$ cat config.mk
export PLATFORM = sky130hd
export DESIGN_NAME = scancode_line_buffer_flat
export DESIGN_NICKNAME = d
export VERILOG_FILES = /design/src/rtl/core/scb_pkg.sv /design/src/rtl/core/scb_if.sv /design/src/rtl/core/scb_ring.sv /design/src/rtl/core/scancode_line_buffer.sv /design/src/flat_wrapper.sv
export SDC_FILE = /design/constraint.sdc
export NUM_CORES = 2
export LEC_CHECK = 0
export ABC_AREA = 1
export BUFFER_PORTS_ARGS = -buffer_cell sky130_fd_sc_hd__buf_2
export CORE_MARGIN = 2
export CORE_UTILIZATION = 45
export CTS_CLUSTER_SIZE = 30
export DETAILED_ROUTE_END_ITERATION = 8
export PLACE_DENSITY = 0.62
export SLEW_MARGIN = 20
export SYNTH_ARGS = -nofsm -noshare
export SYNTH_HDL_FRONTEND = slang
export SYNTH_SLANG_ARGS = --single-unit
$ cat constraint.sdc
create_clock -name clk -period 3.88 [get_ports clk]
set_clock_uncertainty 0.1 [all_clocks]
set_input_delay 0.582 -clock clk [delete_from_list [all_inputs] [get_ports clk]]
set_output_delay 0.582 -clock clk [all_outputs]
set_load 0.005 [all_outputs]
$ cat src/rtl/core/scb_pkg.sv
// scb_pkg: shared constants, types and the scancode translation table
// for the scancode line buffer
// no dependencies

package scb_pkg;

	// ring geometry
	localparam int DEPTH = 256;
	localparam int PTR_W = (DEPTH > 2) ? $clog2(DEPTH) : 1;

	typedef logic [PTR_W-1:0] ptr_t;
	typedef logic [6:0]       char_t;

	// operation codes on the request channel
	localparam logic OP_KEY  = 1'b0;
	localparam logic OP_READ = 1'b1;

	// character codes
	localparam char_t CH_NONE = 7'h00;
	localparam char_t CH_BKSP = 7'h08;

	// requests from the top level to the ring store
	typedef struct packed {
		logic wr;   // append a character at the tail
		logic del;  // drop the newest character
		logic rd;   // pop the oldest character
	} ring_req_t;

	// status from the ring store
	typedef struct packed {
		logic empty;
	} ring_sts_t;

	// pointer step forwards with wrap
	function automatic ptr_t ring_next(input ptr_t p);
		ring_next = (p == ptr_t'(DEPTH - 1)) ? '0 : ptr_t'(p + 1'b1);
	endfunction

	// pointer step backwards with wrap
	function automatic ptr_t ring_prev(input ptr_t p);
		ring_prev = (p == '0) ? ptr_t'(DEPTH - 1) : ptr_t'(p - 1'b1);
	endfunction

	// us set-1 make code to ascii, zero where the key gives no character
	function automatic char_t key_ascii(input logic [6:0] code);
		case (code)
			7'h01: key_ascii = 7'h1B;
			7'h02: key_ascii = 7'h31;
			7'h03: key_ascii = 7'h32;
			7'h04: key_ascii = 7'h33;
			7'h05: key_ascii = 7'h34;
			7'h06: key_ascii = 7'h35;
			7'h07: key_ascii = 7'h36;
			7'h08: key_ascii = 7'h37;
			7'h09: key_ascii = 7'h38;
			7'h0A: key_ascii = 7'h39;
			7'h0B: key_ascii = 7'h30;
			7'h0C: key_ascii = 7'h2D;
			7'h0D: key_ascii = 7'h3D;
			7'h0E: key_ascii = CH_BKSP;
			7'h0F: key_ascii = 7'h09;
			7'h10: key_ascii = 7'h71;
			7'h11: key_ascii = 7'h77;
			7'h12: key_ascii = 7'h65;
			7'h13: key_ascii = 7'h72;
			7'h14: key_ascii = 7'h74;
			7'h15: key_ascii = 7'h79;
			7'h16: key_ascii = 7'h75;
			7'h17: key_ascii = 7'h69;
			7'h18: key_ascii = 7'h6F;
			7'h19: key_ascii = 7'h70;
			7'h1A: key_ascii = 7'h5B;
			7'h1B: key_ascii = 7'h5D;
			7'h1C: key_ascii = 7'h0A;
			7'h1E: key_ascii = 7'h61;
			7'h1F: key_ascii = 7'h73;
			7'h20: key_ascii = 7'h64;
			7'h21: key_ascii = 7'h66;
			7'h22: key_ascii = 7'h67;
			7'h23: key_ascii = 7'h68;
			7'h24: key_ascii = 7'h6A;
			7'h25: key_ascii = 7'h6B;
			7'h26: key_ascii = 7'h6C;
			7'h27: key_ascii = 7'h3B;
			7'h28: key_ascii = 7'h27;
			7'h29: key_ascii = 7'h60;
			7'h2B: key_ascii = 7'h5C;
			7'h2C: key_ascii = 7'h7A;
			7'h2D: key_ascii = 7'h78;
			7'h2E: key_ascii = 7'h63;
			7'h2F: key_ascii = 7'h76;
			7'h30: key_ascii = 7'h62;
			7'h31: key_ascii = 7'h6E;
			7'h32: key_ascii = 7'h6D;
			7'h33: key_ascii = 7'h2C;
			7'h34: key_ascii = 7'h2E;
			7'h35: key_ascii = 7'h2F;
			7'h37: key_ascii = 7'h2A;
			7'h39: key_ascii = 7'h20;
			default: key_ascii = CH_NONE;
		endcase
	endfunction

endpackage

$ cat src/rtl/core/scb_if.sv
// scb_req_if and scb_rsp_if: valid/ready channels of the scancode line buffer
// depends on scb_pkg

// request channel: scancode event or read
interface scb_req_if;
	logic       valid;
	logic       ready;
	logic       op;
	logic [7:0] scancode;

	modport source (output valid, output op, output scancode, input ready);
	modport sink (input valid, input op, input scancode, output ready);
endinterface

// response channel: popped character
interface scb_rsp_if;
	logic            valid;
	logic            ready;
	scb_pkg::char_t  char_out;
	logic            was_empty;

	modport source (output valid, output char_out, output was_empty, input ready);
	modport sink (input valid, input char_out, input was_empty, output ready);
endinterface

$ cat src/rtl/core/scb_ring.sv
// scb_ring: character ring memory with read and write pointers
// depends on scb_pkg

module scb_ring (
	input  logic               clk,
	input  logic               arst_n,
	input  scb_pkg::ring_req_t req,
	input  scb_pkg::char_t     wr_char,
	output scb_pkg::ring_sts_t sts,
	output scb_pkg::char_t     rd_char
);

	scb_pkg::char_t mem [scb_pkg::DEPTH];
	scb_pkg::ptr_t  rd_ptr_q;
	scb_pkg::ptr_t  wr_ptr_q;
	scb_pkg::ptr_t  wr_next;

	assign wr_next   = scb_pkg::ring_next(wr_ptr_q);
	assign sts.empty = (rd_ptr_q == wr_ptr_q);

	// memory write at the tail, registered read at the head
	always_ff @(posedge clk) begin
		if (req.wr) begin
			mem[wr_ptr_q] <= wr_char;
		end
		if (req.rd) begin
			rd_char <= mem[rd_ptr_q];
		end
	end

	// pointer update; an append that catches up the head drops the oldest
	always_ff @(posedge clk or negedge arst_n) begin
		if (!arst_n) begin
			rd_ptr_q <= '0;
			wr_ptr_q <= '0;
		end else begin
			if (req.wr) begin
				wr_ptr_q <= wr_next;
				if (wr_next == rd_ptr_q) begin
					rd_ptr_q <= scb_pkg::ring_next(rd_ptr_q);
				end
			end else if (req.del) begin
				wr_ptr_q <= scb_pkg::ring_prev(wr_ptr_q);
			end else if (req.rd) begin
				rd_ptr_q <= scb_pkg::ring_next(rd_ptr_q);
			end
		end
	end

endmodule

$ cat src/rtl/core/scancode_line_buffer.sv
// scancode_line_buffer: set-1 scancode to ascii translation into a ring,
// popped one character per read request
// depends on scb_pkg, scb_req_if, scb_rsp_if and scb_ring
//
//   channel | dir | payload                | transfer
//   req     | in  | op, scancode           | req.valid && req.ready
//   rsp     | out | char_out, was_empty    | rsp.valid && rsp.ready
//
// a scancode event gives no response
// an empty read answers in the cycle after its transfer; a non-empty read answers
// via the registered read of the ring memory and then the response register
// req.ready is low in the cycle after a non-empty read and while a response waits
// unclaimed; otherwise scancode events and empty reads can follow every cycle
// reset clears both pointers and the response valid; the ring memory is not cleared

module scancode_line_buffer (
	input  logic    clk,
	input  logic    arst_n,
	scb_req_if.sink   req,
	scb_rsp_if.source rsp
);

	scb_pkg::ring_req_t ring_req;
	scb_pkg::ring_sts_t ring_sts;
	scb_pkg::char_t     key_ch;
	scb_pkg::char_t     rd_char;
	scb_pkg::char_t     char_q;
	logic               was_empty_q;
	logic               rsp_valid_q;
	logic               pend_q;
	logic               take;
	logic               key_take;
	logic               read_take;
	logic               key_live;

	// request handshake
	assign req.ready = !pend_q && (!rsp_valid_q || rsp.ready);
	assign take      = req.valid && req.ready;
	assign key_take  = take && (req.op == scb_pkg::OP_KEY);
	assign read_take = take && (req.op == scb_pkg::OP_READ);

	// translation; break codes and unmapped keys give nothing
	assign key_ch   = scb_pkg::key_ascii(req.scancode[6:0]);
	assign key_live = key_take && !req.scancode[7] && (key_ch != scb_pkg::CH_NONE);

	// ring commands; backspace on an empty ring is stored as a character
	always_comb begin
		ring_req.del = key_live && (key_ch == scb_pkg::CH_BKSP) && !ring_sts.empty;
		ring_req.wr  = key_live && !ring_req.del;
		ring_req.rd  = read_take && !ring_sts.empty;
	end

	scb_ring u_ring (
		.clk     (clk),
		.arst_n  (arst_n),
		.req     (ring_req),
		.wr_char (key_ch),
		.sts     (ring_sts),
		.rd_char (rd_char)
	);

	// response control
	always_ff @(posedge clk or negedge arst_n) begin
		if (!arst_n) begin
			pend_q      <= 1'b0;
			rsp_valid_q <= 1'b0;
		end else begin
			pend_q <= ring_req.rd;
			if (pend_q || (read_take && ring_sts.empty)) begin
				rsp_valid_q <= 1'b1;
			end else if (rsp.ready) begin
				rsp_valid_q <= 1'b0;
			end
		end
	end

	// response payload
	always_ff @(posedge clk) begin
		if (pend_q) begin
			char_q      <= rd_char;
			was_empty_q <= 1'b0;
		end else if (read_take && ring_sts.empty) begin
			char_q      <= scb_pkg::CH_NONE;
			was_empty_q <= 1'b1;
		end
	end

	assign rsp.valid     = rsp_valid_q;
	assign rsp.char_out  = char_q;
	assign rsp.was_empty = was_empty_q;

endmodule

$ cat src/flat_wrapper.sv
// flat-port wrapper written by rule: the top's interface ports become plain ports
module scancode_line_buffer_flat 
  (clk, arst_n, req_valid, req_op, req_scancode, req_ready, rsp_valid, rsp_char_out, rsp_was_empty, rsp_ready);
  scb_req_if req_i ();
  scb_rsp_if rsp_i ();
  input  logic clk;
  input  logic arst_n;
  input wire logic [$bits(req_i.valid)-1:0] req_valid;
  input wire logic [$bits(req_i.op)-1:0] req_op;
  input wire logic [$bits(req_i.scancode)-1:0] req_scancode;
  output wire logic [$bits(req_i.ready)-1:0] req_ready;
  output wire logic [$bits(rsp_i.valid)-1:0] rsp_valid;
  output wire logic [$bits(rsp_i.char_out)-1:0] rsp_char_out;
  output wire logic [$bits(rsp_i.was_empty)-1:0] rsp_was_empty;
  input wire logic [$bits(rsp_i.ready)-1:0] rsp_ready;
  assign req_i.valid = req_valid;
  assign req_i.op = req_op;
  assign req_i.scancode = req_scancode;
  assign req_ready = req_i.ready;
  assign rsp_valid = rsp_i.valid;
  assign rsp_char_out = rsp_i.char_out;
  assign rsp_was_empty = rsp_i.was_empty;
  assign rsp_i.ready = rsp_ready;
  scancode_line_buffer u_core (.clk(clk), .arst_n(arst_n), .req(req_i), .rsp(rsp_i));
endmodule
### Word-level counts from Yosys, hierarchy flattened

Memories as Yosys holds them, arrays and structs flattened. A register that Yosys moved wholly into a read port is not among the register bits.
Index checks and enable logic that the tools add are counted.

| operators by class | value |
|---|---|
| muxes and demuxes | 16 |
| eq/ne operators | 7 |
| $add $sub $neg | 3 |
| bitwise gates (word level) | 1 |
| reductions and logical operators | 25 |

Operators by type and width:

| cell | number |
|---|---|
| $mux W8 | 9 |
| $mux W7 | 3 |
| $add A8 B1 Y8 const B | 2 |
| $eq A8 B8 Y1 | 2 |
| $eq A8 B8 Y1 const B | 2 |
| $logic_and A1 B1 Y1 | 11 |
| $logic_not A8 Y1 | 1 |
| $reduce_bool A2 Y1 | 4 |
| $sub A8 B1 Y8 const B | 1 |
| $eq A7 B4 Y1 const B | 1 |
| $reduce_bool A7 Y1 | 1 |
| $logic_not A1 Y1 | 5 |
| $mux W1 | 4 |
| $reduce_and A3 Y1 | 1 |
| $logic_or A1 B1 Y1 | 2 |
| $ne A2 B1 Y1 const B | 1 |
| $ne A2 B2 Y1 const B | 1 |
| $not A1 Y1 | 1 |

| storage, ports and cells | value |
|---|---|
| memory bits (writable) | 1,792 |
| memories kept | 2 |
| output and inout bits | 10 |
| word-level logic and storage cells | 60 |
| bits in registers | 26 |
| input port bits | 13 |
| bits in read-only memories | 448 |

Memories:

| name | words | bits a word | rd ports | clocked after Yosys merged registers in | write ports | RTL line | text |
|---|---|---|---|---|---|---|---|
| u_core.u_ring.mem | 256 | 7 | 1 | 1 | 1 | scb_ring.sv:13 | `scb_pkg::char_t mem [scb_pkg::DEPTH];` |
| (name not given) | 64 | 7 | 1 | 0 | 0 | scb_pkg.sv:46 | `case (code)` |

### Depth between registers and ports, before layout

| depth | value |
|---|---|
| depth in word-level cells | 13 |
| mapped depth | 19 |
| gate-level depth less buffers | 18 |

### By module

A second synthesis with hierarchy kept.

| unflattened totals | value |
|---|---|
| cells, all modules | 7,373 |
| area total of the unflattened synthesis | 78,341.4 sq um |

By module, submodules not included:

| module | sequential area each (sq um) | cells each | area an instance (sq um) | times used |
|---|---|---|---|---|
| scb_ring | 54,422.2 | 7,142 | 77,033.9 | 1 |
| scancode_line_buffer | 280.3 | 231 | 1,307.5 | 1 |

### Least setup slack after synthesis

OpenSTA, ideal clock, no wires.

| timing | value |
|---|---|
| kind | input -> register |
| from | input port req_scancode[1] |
| to | memory u_core.u_ring.mem[236][0] in the netlist's numbering, enable pin |
| path slack | -2,425 ps |
| setup time | 360 ps |
| required time | 3,420 ps |
| data arrival time | 5,845 ps |
| cell stages on the path | 19 |
| path buffers | 2 |
| cell sequence | inv_1 ha_1 inv_1 nand2_1 nand3_1 nand2_1 nand2_1 nand2_1 inv_1 nand2_1 inv_1 nor2_1 nand2_4 nand3_4 inv_4 buf_6 nand2_1 buf_4 nor2_1 |

| on the way | value |
|---|---|
| longest elaborated chain between the ends | 10 |
| elaborated cells on any way between the ends | 11 |
| classes of those cells | 1 x eq/ne; 3 x mux; 6 x reduce/logical; 1 x memory |

Ends and longest elaborated chain:

| element | RTL line | text |
|---|---|---|
| from (decl) | flat_wrapper.sv:10 | `input wire logic [$bits(req_i.scancode)-1:0] req_scancode;` |
| $mem_v2 Z64 W7 (*) | n/a |  |
| $mux W7 (*) | scb_pkg.sv:46 |  |
| via u_core.key_ch[2] | scancode_line_buffer.sv:25 | `scb_pkg::char_t key_ch;` |
| $reduce_bool A7 Y1 | scancode_line_buffer.sv:44 | `assign key_live = key_take && !req.scancode[7] && (key_ch != scb_pkg::CH_NONE);` |
| $logic_and A1 B1 Y1 | scancode_line_buffer.sv:44 |  |
| $logic_and A1 B1 Y1 (2 in series) | scancode_line_buffer.sv:48 | `ring_req.del = key_live && (key_ch == scb_pkg::CH_BKSP) && !ring_sts.empty;` |
| $logic_not A1 Y1 | scancode_line_buffer.sv:49 | `ring_req.wr = key_live && !ring_req.del;` |
| $logic_and A1 B1 Y1 (*) | scancode_line_buffer.sv:49 |  |
| $mux W1 (*) | scb_ring.sv:23 | `if (req.wr) begin` |
| $mux W1 (not written as such) (*) | scb_ring.sv:24 | `mem[wr_ptr_q] <= wr_char;` |
| to (decl) | scb_ring.sv:13 |  |

Mark *: on every way through the listed nets, which the timed path passes. The rest lies on a longest branch.

### Worst setup path in the final report

| timing | value |
|---|---|
| from | register u_core.u_ring.wr_ptr_q[4] |
| to | memory u_core.u_ring.mem[75][0] in the netlist's numbering, enable pin |

| on the way | value |
|---|---|
| longest elaborated chain between the ends | 7 |

Ends and longest elaborated chain:

| element | RTL line | text |
|---|---|---|
| from (decl) | scb_ring.sv:15 | `scb_pkg::ptr_t wr_ptr_q;` |
| from (signal assigned) | scb_ring.sv:38 | `wr_ptr_q <= wr_next;` |
| from (signal assigned) | scb_ring.sv:43 | `wr_ptr_q <= scb_pkg::ring_prev(wr_ptr_q);` |
| $eq A8 B8 Y1 | scb_ring.sv:19 | `assign sts.empty = (rd_ptr_q == wr_ptr_q);` |
| $logic_not A1 Y1 | scancode_line_buffer.sv:48 |  |
| $logic_and A1 B1 Y1 | scancode_line_buffer.sv:48 |  |
| $logic_not A1 Y1 | scancode_line_buffer.sv:49 |  |
| $logic_and A1 B1 Y1 | scancode_line_buffer.sv:49 |  |
| $mux W1 | scb_ring.sv:23 |  |
| $mux W1 (not written as such) | scb_ring.sv:24 |  |

Several ways; a longest one is shown, not always the timed one.

==> impl_metrics.toml <==
[global_routing]
grt_pass1_wl_mm = 306
grt_overflow = 0
gr-usage-all-layers_pct = 24.0
antenna_found_initial = 5
grt_max_degree = 210
grt_pass1_vias = 47900

[route]
num_vias = 49800
drcViolationCount = 0
drt-total-wl_mm = 206
wl_per_cell_um = 24.1
via_per_inst = 5.82
drt_iter0_drc = 6270
final_antenna_net_count = 0
drt_pass1_iterations = 5

[yosys]
yosys.cell_types.count = 38
synth.avg_cell_area_um2 = 11.8
yosysTopAreaCell = "edfxtp_1"
synth-async-reset-ratio_pct = 0.986
syn-num-nets = 6363
ys_seq_area_share_pct = 73.1
synthFlopType = "edfxtp_1"
netlist_area_um2 = 74900
ys_ff_latch = 1825
synth.area.top_cells = "edfxtp_1 72%, nand2_1 5.0%, nand3_1 4.9%"
syn_inst = 6332
synth_top_area_share_pct = 72.4
yosys_warnings = 0
synth_edf_count = 1806

[worst_setup_path]
path_max_fanout = 20
end_kind = "flop"
critical_path.top_delay_family = "simple AND/OR/NAND/NOR gates"
crit_top_cell = "nand2_1"
crit_chain = "inv_1 -> nand2_1 -> nand2_1 -> inv_1 -> nand3_1 -> nor2_1 -> nand2_1 -> nand2_1 -> nor2_1 -> nand2_4 -> nand3_4 -> inv_6 -> buf_4 -> nand3_2 -> buf_12 -> nor2_1"
arrival_ps = 3780
crit_required_ps = 4210
crit_type = "flop to flop"
critPathMaxStageDelay_ps = 550
worstSetupStartpointType = "flop"
crit_buf_inv = 5
slowest_stage = "nor2_1"

[timing]
period_share_pct = 88.9
relSlewSlack_pct = 23.1
drv_slew = 0
rsz0062_at_grt = "false"
fmax_mhz = 290
finalSetupViolCount = 0
tns_ps = 0
holdWs_ps = 39.7
worst_pin_slew_ps = 1150
post-route-min-period_ps = 3450
hold_viol_final = 0

[pwr]
irDropWorstVdd_mv = 0.753
power.leakage_uw = 0.0280
power-per-cell-area_nw_per_um2 = 699

[clocking]
h-tree-depth = 4
max-clock-path-buffers = 3
numCtsBuffers = 176
cts_tree = "done"
clk_pin_slew_ps = 70
clock-sinks = 1825
worstSkewPairLatency_ps = 810
post-cts-setup-buffers = 0
postCtsResizedCells = 0
root_buffer = "clkbuf_16"

[final_layout]
syn_to_final_growth_pct = 11.2
layout_common_cells = "1806 x edfxtp_1, 986 x nand2_1, 958 x nor2_1"
drive_gt1_share_pct = 7.44
final_cells = 8565
finalNetCount = 6259
layout_commonest_cell = "edfxtp_1"
fin_area_um2 = 83300

[floorplan]
die-area_um2 = 170000
fp.dieW_um = 412
core_region_area_um2 = 165000
rows = 149
pin_count = 23
fp.dieH_um = 412
start_util_pct = 45.3

[placement]
dpl_cell_area_um2 = 77700
gp_congestion = 0.913
hpwlAfterDp_mm = 120
place_inst = 8238
port_buffers = 22

[outcome]
status = "finished clean"

[run]
maxCapViolCount = 0

[min_path]
hp-class = "input port to flop"
-- routing by layer --
layer / vias to the layer above / part of all wire [%] / routed length [µm] / GRT usage (%)
li1: 22500 / - / - / -
met1: 24500 / 42 / 86400 / 33.8
met2: 2447 / 46 / 94500 / 37.4
met3: 397 / 8.5 / 17600 / 4.01
met4: 0 / 3.7 / 7700 / 9.21
met5: - / 0 / 0 / 0
-- worst paths after layout --
path / start / end / slack (ps) / cells after the start
setup / recovery: u_core.u_ring.wr_ptr_q[4]$_DFFE_PN0P_ / u_core.u_ring.mem[75][0]$_DFFE_PP_ / 430 / 16
hold / removal: rsp_ready / u_core.rsp.valid$_DFFE_PN0P_ / 40 / 3
setup reg to reg: u_core.u_ring.wr_ptr_q[4]$_DFFE_PN0P_ / u_core.u_ring.mem[75][0]$_DFFE_PP_ / 430 / 16
hold reg to reg: u_core.rsp.was_empty$_SDFFE_PP0P_ / u_core.rsp.was_empty$_SDFFE_PP0P_ / 350 / 2
max in group asynchronous: arst_n / u_core.u_ring.rd_ptr_q[1]$_DFFE_PN0P_ / 2980 / 2
min in group asynchronous: arst_n / u_core.rsp.valid$_DFFE_PN0P_ / 220 / 2
-- metrics by stage --
stage / setup slack, ps / utilization [%] / total power, µW
6_report: 432 / 50.4 / 58200
2_1_floorplan: -1100 / - / 35000
4_1_cts: 469 / 50.4 / 58100
3_5_place_dp: -150 / 47.1 / 41700
5_1_grt: 250 / 50.4 / 60800
3_3_place_gp: -105 / 47.1 / 41700
-- area by class of cell --
cell class	count	area [µm²]
Clock inverter	109	881
Fill cell	14400	81900
Multi-Input combinational cell	3903	17800
Antenna cell	1	2.50
Inverter	159	664
Clock buffer	216	4660
Tap cell	2189	2740
Sequential cell	1825	54700
Timing Repair Buffer	163	1780
-- logic make-up (layout without fill, tap and decap cells) --
| group | Yosys count | in the layout | share of synthesized area [%] |
|---|---|---|---|
| flip-flops | 1825 | 1825 | 73.1 |
| other | 0 | 1 | 0 |
| AO/OA/AOI/OAI | 1140 | 1140 | 8.18 |
| adder cells (fa/ha/maj) | 18 | 18 | 0.301 |
| AND/OR/NAND/NOR | 2735 | 2735 | 15.1 |
| XOR/XNOR | 10 | 10 | 0.117 |
| buffers and inverters | 604 | 647 | 3.25 |
-- power breakdown --
part | switching, µW | internal (µW)
clock | 7350 | 9230
combinational | 14300 | 5090
sequential | 189 | 22100
-- cell usage after synthesis (all sizes together), types with 2 or more instances --
library cell	n
nand2	992
o22ai	329
ha	18
clkinv	3
o211ai	2
nor3	7
nand3	746
nand3b	2
clkbuf	293
nand4	8
dfrtp	18
o21ai	730
xor2	8
buf	152
or2	2
a21oi	78
inv	156
nor2	975
xnor2	2
edfxtp	1806
-- registers in the layout, indices dropped and copies added, names as in the netlist --
register                cells
u_core.u_ring.mem        1792
u_core.u_ring.wr_ptr_q      8
u_core.rsp.char_out         7
u_core.rsp.was_empty        1
u_core.u_ring.rd_char       7
u_core.u_ring.rd_ptr_q      8
u_core.pend_q               1
u_core.rsp.valid            1
-- what timing repair did --
item	4_1_cts	5_1_grt
hold endpoints to repair	18	0
setup endpoints to repair	0	0
hold buffers	1	0
-- worst register-to-register path, cell delays in order, from the launching register on --
cell	delay, ps
dfrtp_1	530
inv_1	160
nand2_1	80
nand2_1	50
inv_1	40
nand3_1	80
nor2_1	90
nand2_1	190
nand2_1	130
nor2_1	80
nand2_4	70
nand3_4	100
inv_6	280
buf_4	200
nand3_2	80
buf_12	220
nor2_1	560
(Power assumes the default switching activity.)
